## config.mk

```make
export PLATFORM = sky130hd
export DESIGN_NAME = job_queue_priority_sort
export DESIGN_NICKNAME = d
export VERILOG_FILES = /design/src/hw/rtl/jqps_pkg.sv /design/src/hw/rtl/jqps_store.sv /design/src/hw/rtl/jqps_ctrl.sv /design/src/hw/rtl/job_queue_priority_sort.sv
export SDC_FILE = /design/constraint.sdc
export NUM_CORES = 1
export LEC_CHECK = 0
export BUFFER_PORTS_ARGS = -buffer_cell sky130_fd_sc_hd__clkbuf_2
export CAP_MARGIN = 40
export CORE_MARGIN = 1.5
export CORE_UTILIZATION = 55
export CTS_BUF_LIST = sky130_fd_sc_hd__clkbuf_4 sky130_fd_sc_hd__clkbuf_8 sky130_fd_sc_hd__clkbuf_16
export DETAILED_ROUTE_END_ITERATION = 6
export PLACE_DENSITY = 0.73
export SLEW_MARGIN = 5
export SYNTH_ARGS = -nofsm -noshare
export SYNTH_HDL_FRONTEND = slang
export SYNTH_HIERARCHICAL = 1
export SYNTH_SLANG_ARGS = --single-unit
export TNS_END_PERCENT = 1
```

## constraint.sdc

```tcl
create_clock -name clk -period 7.9 [get_ports clk]
set_clock_uncertainty 0.05 [all_clocks]
set_input_delay 0.395 -clock clk [delete_from_list [all_inputs] [get_ports clk]]
set_output_delay 0.395 -clock clk [all_outputs]
set_load 0.02 [all_outputs]
```

## src/hw/rtl/jqps_pkg.sv

```systemverilog
package jqps_pkg;

  localparam int DEPTH = 16;
  localparam int IDX_W = $clog2(DEPTH);
  localparam int CNT_W = $clog2(DEPTH + 1);
  localparam int SUM_W = CNT_W + 1;
  localparam int ID_W  = 16;
  localparam int PRI_W = 8;

  typedef enum logic [1:0] {
    OP_ADD    = 2'd0,
    OP_FINISH = 2'd1,
    OP_SORT   = 2'd2,
    OP_CLEAR  = 2'd3
  } op_t;

  typedef struct packed {
    logic [ID_W-1:0]  id;
    logic [PRI_W-1:0] prio;
  } entry_t;

  typedef struct packed {
    logic             wr_en;
    logic [IDX_W-1:0] wr_addr;
    entry_t           wr_data;
    logic             rd_en;
    logic [IDX_W-1:0] rd_addr;
  } mem_req_t;

  typedef struct packed {
    logic             valid;
    logic [CNT_W-1:0] count;
    logic [ID_W-1:0]  id;
    logic [PRI_W-1:0] prio;
    logic             empty;
    logic             dropped;
  } res_t;

  // ring position of the k-th queued job
  function automatic logic [IDX_W-1:0] pos_of(input logic [IDX_W-1:0] base,
                                              input logic [CNT_W-1:0] k);
    logic [SUM_W-1:0] s;
    s = SUM_W'(base) + SUM_W'(k);
    if (s >= SUM_W'(DEPTH)) begin
      s = s - SUM_W'(DEPTH);
    end
    return s[IDX_W-1:0];
  endfunction

endpackage

```

## src/hw/rtl/jqps_store.sv

```systemverilog
module jqps_store (
  input  logic                clk,
  input  jqps_pkg::mem_req_t  req,
  output jqps_pkg::entry_t    rd_data
);

  jqps_pkg::entry_t mem [jqps_pkg::DEPTH];
  jqps_pkg::entry_t rd_data_r;

  always_ff @(posedge clk) begin
    if (req.wr_en) begin
      mem[req.wr_addr] <= req.wr_data;
    end
    if (req.rd_en) begin
      rd_data_r <= mem[req.rd_addr];
    end
  end

  assign rd_data = rd_data_r;

endmodule

```

## src/hw/rtl/jqps_ctrl.sv

```systemverilog
module jqps_ctrl (
  input  logic                              clk,
  input  logic                              rst_n,
  input  logic                              in_valid,
  input  logic [1:0]                        in_op,
  input  logic [jqps_pkg::PRI_W-1:0]        in_job_priority,
  output logic                              in_stall,
  input  logic                              out_free,
  input  jqps_pkg::entry_t                  rd_data,
  output jqps_pkg::mem_req_t                req,
  output jqps_pkg::res_t                    res
);

  typedef enum logic [6:0] {
    ST_IDLE  = 7'b0000001,
    ST_FETCH = 7'b0000010,
    ST_EMIT  = 7'b0000100,
    ST_LDA   = 7'b0001000,
    ST_LDB   = 7'b0010000,
    ST_CMP   = 7'b0100000,
    ST_WRA   = 7'b1000000
  } state_t;

  state_t                           state_r, state_nxt;
  logic [jqps_pkg::IDX_W-1:0]       head_r, head_nxt;
  logic [jqps_pkg::CNT_W-1:0]       count_r, count_nxt;
  logic [jqps_pkg::ID_W-1:0]        next_id_r, next_id_nxt;
  jqps_pkg::entry_t                 cache_r, cache_nxt;
  jqps_pkg::entry_t                 cur_r, cur_nxt;
  logic [jqps_pkg::IDX_W-1:0]       i_r, i_nxt;
  logic [jqps_pkg::IDX_W-1:0]       j_r, j_nxt;
  logic                             accept;
  logic                             dropped;
  logic                             worse;
  logic [jqps_pkg::CNT_W-1:0]       j_inc;
  logic [jqps_pkg::CNT_W-1:0]       i_inc2;

  assign in_stall = !((state_r == ST_IDLE) && out_free);
  assign accept   = in_valid && !in_stall;
  assign j_inc    = jqps_pkg::CNT_W'(j_r) + jqps_pkg::CNT_W'(1);
  assign i_inc2   = jqps_pkg::CNT_W'(i_r) + jqps_pkg::CNT_W'(2);

  // current holder loses to the candidate
  assign worse = (cur_r.prio < rd_data.prio) ||
                 ((cur_r.prio == rd_data.prio) && (cur_r.id > rd_data.id));

  always_comb begin
    state_nxt   = state_r;
    head_nxt    = head_r;
    count_nxt   = count_r;
    next_id_nxt = next_id_r;
    cache_nxt   = cache_r;
    cur_nxt     = cur_r;
    i_nxt       = i_r;
    j_nxt       = j_r;
    dropped     = 1'b0;
    res.valid   = 1'b0;
    req         = '0;

    unique case (state_r)
      ST_IDLE: begin
        if (accept) begin
          unique case (jqps_pkg::op_t'(in_op))
            jqps_pkg::OP_ADD: begin
              res.valid = 1'b1;
              if (count_r >= jqps_pkg::CNT_W'(jqps_pkg::DEPTH)) begin
                dropped = 1'b1;
              end else begin
                req.wr_en        = 1'b1;
                req.wr_addr      = jqps_pkg::pos_of(head_r, count_r);
                req.wr_data.id   = next_id_r;
                req.wr_data.prio = in_job_priority;
                if (count_r == '0) begin
                  cache_nxt = req.wr_data;
                end
                next_id_nxt = next_id_r + jqps_pkg::ID_W'(1);
                count_nxt   = count_r + jqps_pkg::CNT_W'(1);
              end
            end
            jqps_pkg::OP_FINISH: begin
              if (count_r > jqps_pkg::CNT_W'(1)) begin
                head_nxt    = jqps_pkg::pos_of(head_r, jqps_pkg::CNT_W'(1));
                count_nxt   = count_r - jqps_pkg::CNT_W'(1);
                req.rd_en   = 1'b1;
                req.rd_addr = head_nxt;
                state_nxt   = ST_FETCH;
              end else begin
                res.valid = 1'b1;
                if (count_r != '0) begin
                  head_nxt  = jqps_pkg::pos_of(head_r, jqps_pkg::CNT_W'(1));
                  count_nxt = '0;
                end
              end
            end
            jqps_pkg::OP_SORT: begin
              if (count_r > jqps_pkg::CNT_W'(1)) begin
                i_nxt     = '0;
                state_nxt = ST_LDA;
              end else begin
                res.valid = 1'b1;
              end
            end
            jqps_pkg::OP_CLEAR: begin
              res.valid = 1'b1;
              count_nxt = '0;
              head_nxt  = '0;
            end
            default: begin
              res.valid = 1'b1;
            end
          endcase
        end
      end
      ST_FETCH: begin
        cache_nxt = rd_data;
        state_nxt = ST_EMIT;
      end
      ST_EMIT: begin
        if (out_free) begin
          res.valid = 1'b1;
          state_nxt = ST_IDLE;
        end
      end
      ST_LDA: begin
        req.rd_en   = 1'b1;
        req.rd_addr = jqps_pkg::pos_of(head_r, jqps_pkg::CNT_W'(i_r));
        j_nxt       = i_r + jqps_pkg::IDX_W'(1);
        state_nxt   = ST_LDB;
      end
      ST_LDB: begin
        cur_nxt     = rd_data;
        req.rd_en   = 1'b1;
        req.rd_addr = jqps_pkg::pos_of(head_r, jqps_pkg::CNT_W'(j_r));
        state_nxt   = ST_CMP;
      end
      ST_CMP: begin
        if (worse) begin
          req.wr_en   = 1'b1;
          req.wr_addr = jqps_pkg::pos_of(head_r, jqps_pkg::CNT_W'(j_r));
          req.wr_data = cur_r;
          cur_nxt     = rd_data;
        end
        if (j_inc < count_r) begin
          j_nxt       = j_inc[jqps_pkg::IDX_W-1:0];
          req.rd_en   = 1'b1;
          req.rd_addr = jqps_pkg::pos_of(head_r, j_inc);
        end else begin
          state_nxt = ST_WRA;
        end
      end
      ST_WRA: begin
        req.wr_en   = 1'b1;
        req.wr_addr = jqps_pkg::pos_of(head_r, jqps_pkg::CNT_W'(i_r));
        req.wr_data = cur_r;
        // head is final once the first pass ends
        if (i_r == '0) begin
          cache_nxt = cur_r;
        end
        if (i_inc2 < count_r) begin
          i_nxt     = i_r + jqps_pkg::IDX_W'(1);
          state_nxt = ST_LDA;
        end else begin
          state_nxt = ST_EMIT;
        end
      end
      default: begin
        state_nxt = ST_IDLE;
      end
    endcase

    res.count   = count_nxt;
    res.empty   = (count_nxt == '0);
    res.id      = res.empty ? '0 : cache_nxt.id;
    res.prio    = res.empty ? '0 : cache_nxt.prio;
    res.dropped = dropped;
  end

  always_ff @(posedge clk) begin
    if (!rst_n) begin
      state_r   <= ST_IDLE;
      head_r    <= '0;
      count_r   <= '0;
      next_id_r <= '0;
    end else begin
      state_r   <= state_nxt;
      head_r    <= head_nxt;
      count_r   <= count_nxt;
      next_id_r <= next_id_nxt;
    end
  end

  always_ff @(posedge clk) begin
    cache_r <= cache_nxt;
    cur_r   <= cur_nxt;
    i_r     <= i_nxt;
    j_r     <= j_nxt;
  end

endmodule

```

## src/hw/rtl/job_queue_priority_sort.sv

```systemverilog
// bounded job queue with in-place priority sort
// input channel: in_valid / in_stall carry in_op and in_job_priority; a
//   transaction completes on a clock edge with in_valid high and in_stall low
// result channel: out_valid / out_stall carry out_job_count, out_head_id,
//   out_head_priority, out_is_empty and out_dropped, one result per input
// add, clear, sort of fewer than two jobs and finish leaving no job: the
//   result is valid in the next cycle; one per cycle without out_stall
// finish leaving one or more jobs: via ST_FETCH and ST_EMIT, set by the
//   registered read of the new head from the job store
// sort of n jobs: ST_LDA, ST_LDB, ST_CMP, ST_WRA passes, one compare per
//   cycle through the single read and write port of the job store
// in_stall stays high while an item is at work
// reset: queue empty, head at slot zero, identifier counter at zero; the
//   job store itself is not cleared and needs no clearing pass
// receiver stall: the result holds in the output register; a new item is
//   taken only when that register is empty or being emptied in that cycle
module job_queue_priority_sort (
  input  logic                               clk,
  input  logic                               rst_n,
  input  logic                               in_valid,
  output logic                               in_stall,
  input  logic [1:0]                         in_op,
  input  logic [jqps_pkg::PRI_W-1:0]         in_job_priority,
  output logic                               out_valid,
  input  logic                               out_stall,
  output logic [jqps_pkg::CNT_W-1:0]         out_job_count,
  output logic [jqps_pkg::ID_W-1:0]          out_head_id,
  output logic [jqps_pkg::PRI_W-1:0]         out_head_priority,
  output logic                               out_is_empty,
  output logic                               out_dropped
);

  jqps_pkg::mem_req_t req;
  jqps_pkg::entry_t   rd_data;
  jqps_pkg::res_t     res;
  jqps_pkg::res_t     out_r;
  logic               out_valid_r;
  logic               out_free;

  assign out_free = !out_valid_r || !out_stall;

  jqps_ctrl u_ctrl (
    .clk             (clk),
    .rst_n           (rst_n),
    .in_valid        (in_valid),
    .in_op           (in_op),
    .in_job_priority (in_job_priority),
    .in_stall        (in_stall),
    .out_free        (out_free),
    .rd_data         (rd_data),
    .req             (req),
    .res             (res)
  );

  jqps_store u_store (
    .clk     (clk),
    .req     (req),
    .rd_data (rd_data)
  );

  always_ff @(posedge clk) begin
    if (!rst_n) begin
      out_valid_r <= 1'b0;
    end else if (res.valid) begin
      out_valid_r <= 1'b1;
    end else if (!out_stall) begin
      out_valid_r <= 1'b0;
    end
  end

  always_ff @(posedge clk) begin
    if (res.valid) begin
      out_r <= res;
    end
  end

  assign out_valid         = out_valid_r;
  assign out_job_count     = out_r.count;
  assign out_head_id       = out_r.id;
  assign out_head_priority = out_r.prio;
  assign out_is_empty      = out_r.empty;
  assign out_dropped       = out_r.dropped;

endmodule

```

# Word level (Yosys, flattened, before mapping)
# Memories as Yosys holds them, arrays and structs flattened. A register that Yosys moved wholly into a read port is not among the register bits.
# Cells that the tools add are included.
classes:
  add_sub_neg: 16
  n_mul: 0
  div: 0
  magnitude_cmp: 11
  eq_ne: 24
  shift: 0
  mux: 56
  n_bitwise: 1
  reduce_logical: 26
op_table:
  columns: ["operator", "n"]
  rows:
  - ["24-bit 2-to-1 mux", 6]
  - ["29-bit 2-to-1 mux", 3]
  - ["29-bit one-hot mux with 3 select lines", 1]
  - ["24-bit one-hot mux with 3 select lines", 1]
  - ["4-bit 2-to-1 mux", 13]
  - ["7-bit one-hot mux with 7 select lines", 1]
  - ["24-bit one-hot mux with 2 select lines", 1]
  - ["5-bit 2-to-1 mux", 8]
  - ["7-bit 2-to-1 mux", 5]
  - ["34-bit 2-to-1 mux", 1]
  - ["4-bit one-hot mux with 2 select lines", 3]
  - ["5-bit greater-or-equal comparator (second input constant)", 4]
  - ["5-bit one-hot mux with 4 select lines", 1]
  - ["4-bit by 1-bit subtractor with 4-bit output (second input constant)", 5]
  - ["16-bit by 1-bit adder with 16-bit output (second input constant)", 1]
  - ["16-bit greater-than comparator", 1]
  - ["5-bit one-hot mux with 3 select lines", 1]
  - ["7-bit one-hot mux with 2 select lines", 1]
  - ["4-bit by 5-bit adder with 6-bit output", 2]
  - ["6-bit by 5-bit greater-or-equal comparator with 1-bit output (second input constant)", 2]
  - ["2-bit by 1-bit inequality test with 1-bit output (second input constant)", 6]
  - ["4-bit by 1-bit adder with 5-bit output (second input constant)", 2]
  - ["4-bit by 4-bit adder with 5-bit output", 2]
  - ["5-bit zero test", 2]
  - ["36 further kinds", 61]
word_totals:
  register_bits: 120
  latchBits: 0
  ram_bits: 384
  rom_bits: 0
  inputBits: 14
  elab_cells: 151
  mem_count: 1
mem_list:
  columns: ["name", "depth", "width", "read_ports", "rd_clocked_by_memory_dff", "write_ports", "line", "rtl"]
  rows:
  - ["u_store.mem", 16, 24, 1, 1, 1, "jqps_store.sv:7", "jqps_pkg::entry_t mem [jqps_pkg::DEPTH];"]

# Depth between registers and ports, before layout
depth:
  word_depth: 9
  mapped_depth: 14

# Hierarchy
# The synthesis kept the hierarchy.
modules_own_cells:
  columns: ["module", "instances", "cells_per_inst", "area_per_inst_um2"]
  rows:
  - ["jqps_store", 1, 636, 15170.8]
  - ["jqps_ctrl", 1, 655, 6213.5]
  - ["job_queue_priority_sort", 1, 35, 965.9]

# Least setup slack after synthesis
# OpenSTA, ideal clock, no wires.
synth_timing:
  path_type: "register to register"
  from: "reg u_ctrl/cur_r[1] (netlist bit)"
  to: "mem u_store/mem[0][0] (netlist bit), enable pin"
  arrival_ps: 4123
  slack_ps: 3292
  stages_incl_launch_ff: 10
  path_cell_list: "edfxtp_1 > ha_1 > nor2b_1 > o21a_1 > o21ai_0 > a21oi_1 > a2111oi_0 > a2111o_1 > or3b_2 > nor3_1"
synth_rtl:
  columns: ["item", "line", "rtl"]
  rows:
  - ["from (decl)", "jqps_ctrl.sv:29", "jqps_pkg::entry_t cur_r, cur_nxt;"]
  - ["from (signal assigned)", "jqps_ctrl.sv:194", "cur_r <= cur_nxt;"]
  - ["to (decl)", "jqps_store.sv:7", null]

==> flow_summary.yaml <==
global_routing:
  grt_overflow: 0
  grt_pass1_wl_um: 76600
  grt_use_total_pct: 25.0
  antenna_found_initial: 1
  grt_max_degree: 97
  grt_pass1_vias: 12400
synthesis:
  avgSynthCellArea_um2: 16.9
  async_flop_share_pct: 0
  ys_seq_area_share_pct: 68.4
  synth_area_um2: 22400
  syn_inst: 1326
  synth_top_area_share_pct: 63.3
  yosysTopAreaCell: "edfxtp_1"
  synth_warnings: 6
  ys_types: 64
  ys_top_cells_by_area: "edfxtp_1, mux4_2, dfxtp_1"
  synth_edf_count: 471
  synth_flop_cell: "edfxtp_1"
  synth_fp_nets: 1401
  netlist_top_cells_count: "edfxtp_1, mux4_2, nand2_1"
  synth_most_common_cell: "edfxtp_1"
  ys_seq_elements: 528
critical_path:
  reg2reg_slack_ns: 3.14
  start_kind: "flop"
  cp-end-kind: "flop"
  crit_path_top_delay_cell: "nor3_1"
  critical_path_required_ns: 8.18
  critical-path-max-stage-delay_ns: 0.69
  crit_fanout: 44
  critical_path_class: "flop to flop"
  cp_data_arrival_time_ns: 5.05
  path_cells: "nor4_1 -> nand2_1 -> nor3_1 -> a222oi_1 -> o21ai_4 -> buf_4 -> buf_4 -> buf_16 -> mux4_2 -> a22oi_1 -> nand2_1"
  reg2reg_depth: 11
detailed_routing:
  drcViolationCount: 0
  routed_via_density: 6.33
  drt-total-wl_um: 51200
  drt.antenna.violating_nets: 0
  dr.pass1.iters: 5
  wl_per_cell_um: 26.0
  drtIter0Drc: 1212
  via_count: 12400
clocking:
  htree_num_levels: 2
  numCtsBuffers: 52
  cts.clk_slew.worst_paths_ns: 0.06
  clock-sinks: 528
  post_cts_buffers: 0
  cts-root-buf: "clkbuf_16"
  clk_path_buf_depth: 3
  clk_latency_ns: 0.61
  holdBufCountCts: 0
  cts_tree: "yes"
  post_cts_resize_count: 0
timing:
  drv_slew: 0
  fmax_mhz: 210
  fin_crit_sh_pct: 60.3
  fin_setup_tns_ns: 0
  rsz0062_at_grt: "false"
  finalHoldViolCount: 0
  worst_pin_slew_ns: 0.819
  slew_headroom_pct: 45.4
  finalCriticalPeriod_ns: 4.76
  setup_viol_count_final: 0
power_and_ir_drop:
  p_switching_w: 0.00125
  p_sw_share_pct: 21.1
  power.sequential.fraction_pct: 52.2
  pwr-share-clk_pct: 43.3
  combPwrFrac_pct: 4.5
  peakVddDrop_mv: 0.168
  p_per_area_nw_per_um2: 233
  leakage_nw: 8.61
  internal_power_w: 0.00469
cells_and_area:
  final_cell_area_um2: 25400
  nFillCells: 2724
  area_growth_pct: 13.9
  nets: 1474
  drive_above_1_share_pct: 21.0
  stdcell_count: 1967
floorplan:
  num_io_pins: 47
  initial_core_util_pct: 56.0
  std_cell_rows: 73
  die_area_um2: 41900
  core_um2: 39900
  die_w_um: 205
  die_y_um: 205
min_path:
  hold_path.class: "primary input to flop"
  worstHoldPathCells: 2
run:
  drv_cap: 0
placed_design:
  port_buffers: 46
  place_inst: 1868
  dp_hpwl_um: 32200
  gp_congestion: 0.907
  dpl_cell_area_um2: 23600
status:
  status: "complete, no violations"
cell usage in the layout, fill, tap and decap left out, drive strengths merged, types with 4 or more instances in the layout:
| master | synthesis | routed |
|---|---|---|
| xor2 | 13 | 13 |
| o41a | 17 | 17 |
| a21boi | 7 | 7 |
| bufinv | 0 | 8 |
| fa | 4 | 4 |
| a22oi | 52 | 52 |
| ha | 57 | 57 |
| mux4 | 96 | 96 |
| nand3b | 4 | 4 |
| o21ai | 43 | 43 |
| edfxtp | 471 | 471 |
| xnor2 | 17 | 17 |
| nor4 | 5 | 5 |
| a221o | 25 | 25 |
| nand2b | 5 | 5 |
| nand2 | 73 | 73 |
| nor3b | 7 | 7 |
| or3 | 5 | 5 |
| clkinv | 0 | 26 |
| nor3 | 15 | 15 |
| inv | 46 | 46 |
| a21oi | 23 | 23 |
| nor2 | 33 | 33 |
| and2 | 21 | 21 |
| clkbuf | 42 | 107 |
| a21o | 15 | 15 |
| dfxtp | 57 | 57 |
| a22o | 26 | 26 |
| mux2i | 26 | 26 |
| o211ai | 4 | 4 |
| nand4 | 12 | 12 |
| nor2b | 22 | 22 |
| buf | 27 | 42 |
| nand3 | 18 | 18 |
worst max-delay path, delay by kind of cell (launching register included):
family | cells | cell delay [ns]
AOI/OAI and AO/OA | 3 | 0.68
and+or+nand+nor | 4 | 1.80
DFF | 1 | 0.38
muxes | 1 | 0.35
buffers and inverters | 3 | 1.19
cell families (layout without fill, tap and decap cells):
kind of cell	after synthesis	count (layout)	share of synthesized area, %
flops	528	528	68.4
compound gates	235	235	8.00
simple gates	234	234	5.63
mux	123	123	10.9
buf+inv	115	230	2.37
fa+ha+maj	61	61	3.55
xor+xnor	30	30	1.18
other cells	0	1	0
flip-flops by register name, indices dropped and copies added, names as in the netlist:
name and count:
out_dropped 1, out_head_id 16, out_job_count 5, u_ctrl/cur_r 24, u_store/mem 384, out_head_priority 8
u_ctrl/head_r 4, u_ctrl/state_r 7, u_ctrl/count_r 5, u_store/rd_data 24, u_ctrl/j_r 4, u_ctrl/i_r 4
u_ctrl/cache_r 24, out_is_empty 1, u_ctrl/next_id_r 16, out_valid 1
per-stage QoR:
stage	setup slack, ns	total power, W	utilization (%)	hold WS (ns)
final	3.14	0.00594	63.8	0.0326
after global routing	2.92	0.00609	63.8	0.0325
after CTS	3.24	0.00597	63.7	0.00240
after detailed placement	3.31	0.00342	59.2	0.426
after global placement	3.32	0.00341	58.1	0.423
after floorplan	3.29	0.00333	-	0.400
final timing paths:
kind | from | to
setup / recovery | u_ctrl/state_r[2] | u_store/rd_data[6]
hold reg to reg | u_store/rd_data[2] | u_ctrl/cur_r[2]
hold / removal | in_job_priority[2] | u_ctrl/cache_r[2]
setup reg to reg | u_ctrl/state_r[2] | u_store/rd_data[6]
metal layers:
metal  routed length (um)  GRT usage, %  up-vias
met5                    0             0        -
met4                 1510          8.61        0
met3                 4080          4.25       93
met2                24800          40.0      608
met1                20900          35.0     6275
li1                     -             -     5469
cell type report:
type                            count  area (um^2)  share of cell area (%)
Antenna cell                        1         2.50                 0.00983
Clock buffer                       61         1390                    5.45
Tap cell                          525          657                    2.58
Sequential cell                   528        15300                    60.1
Clock inverter                     35          402                    1.58
Timing Repair Buffer               88          863                    3.39
Multi-Input combinational cell    683         6680                    26.2
Inverter                           46          173                   0.679
power by group through the flow:
stage	Sequential [W]	Combinational, W	Clock [W]
after CTS	0.00310	0.000265	0.00260
final	0.00310	0.000266	0.00257
after detailed placement	0.00316	0.000264	0
after global routing	0.00311	0.000287	0.00270
after floorplan	0.00318	0.000151	0
after global placement	0.00316	0.000256	0
(Power assumes the default switching activity.)
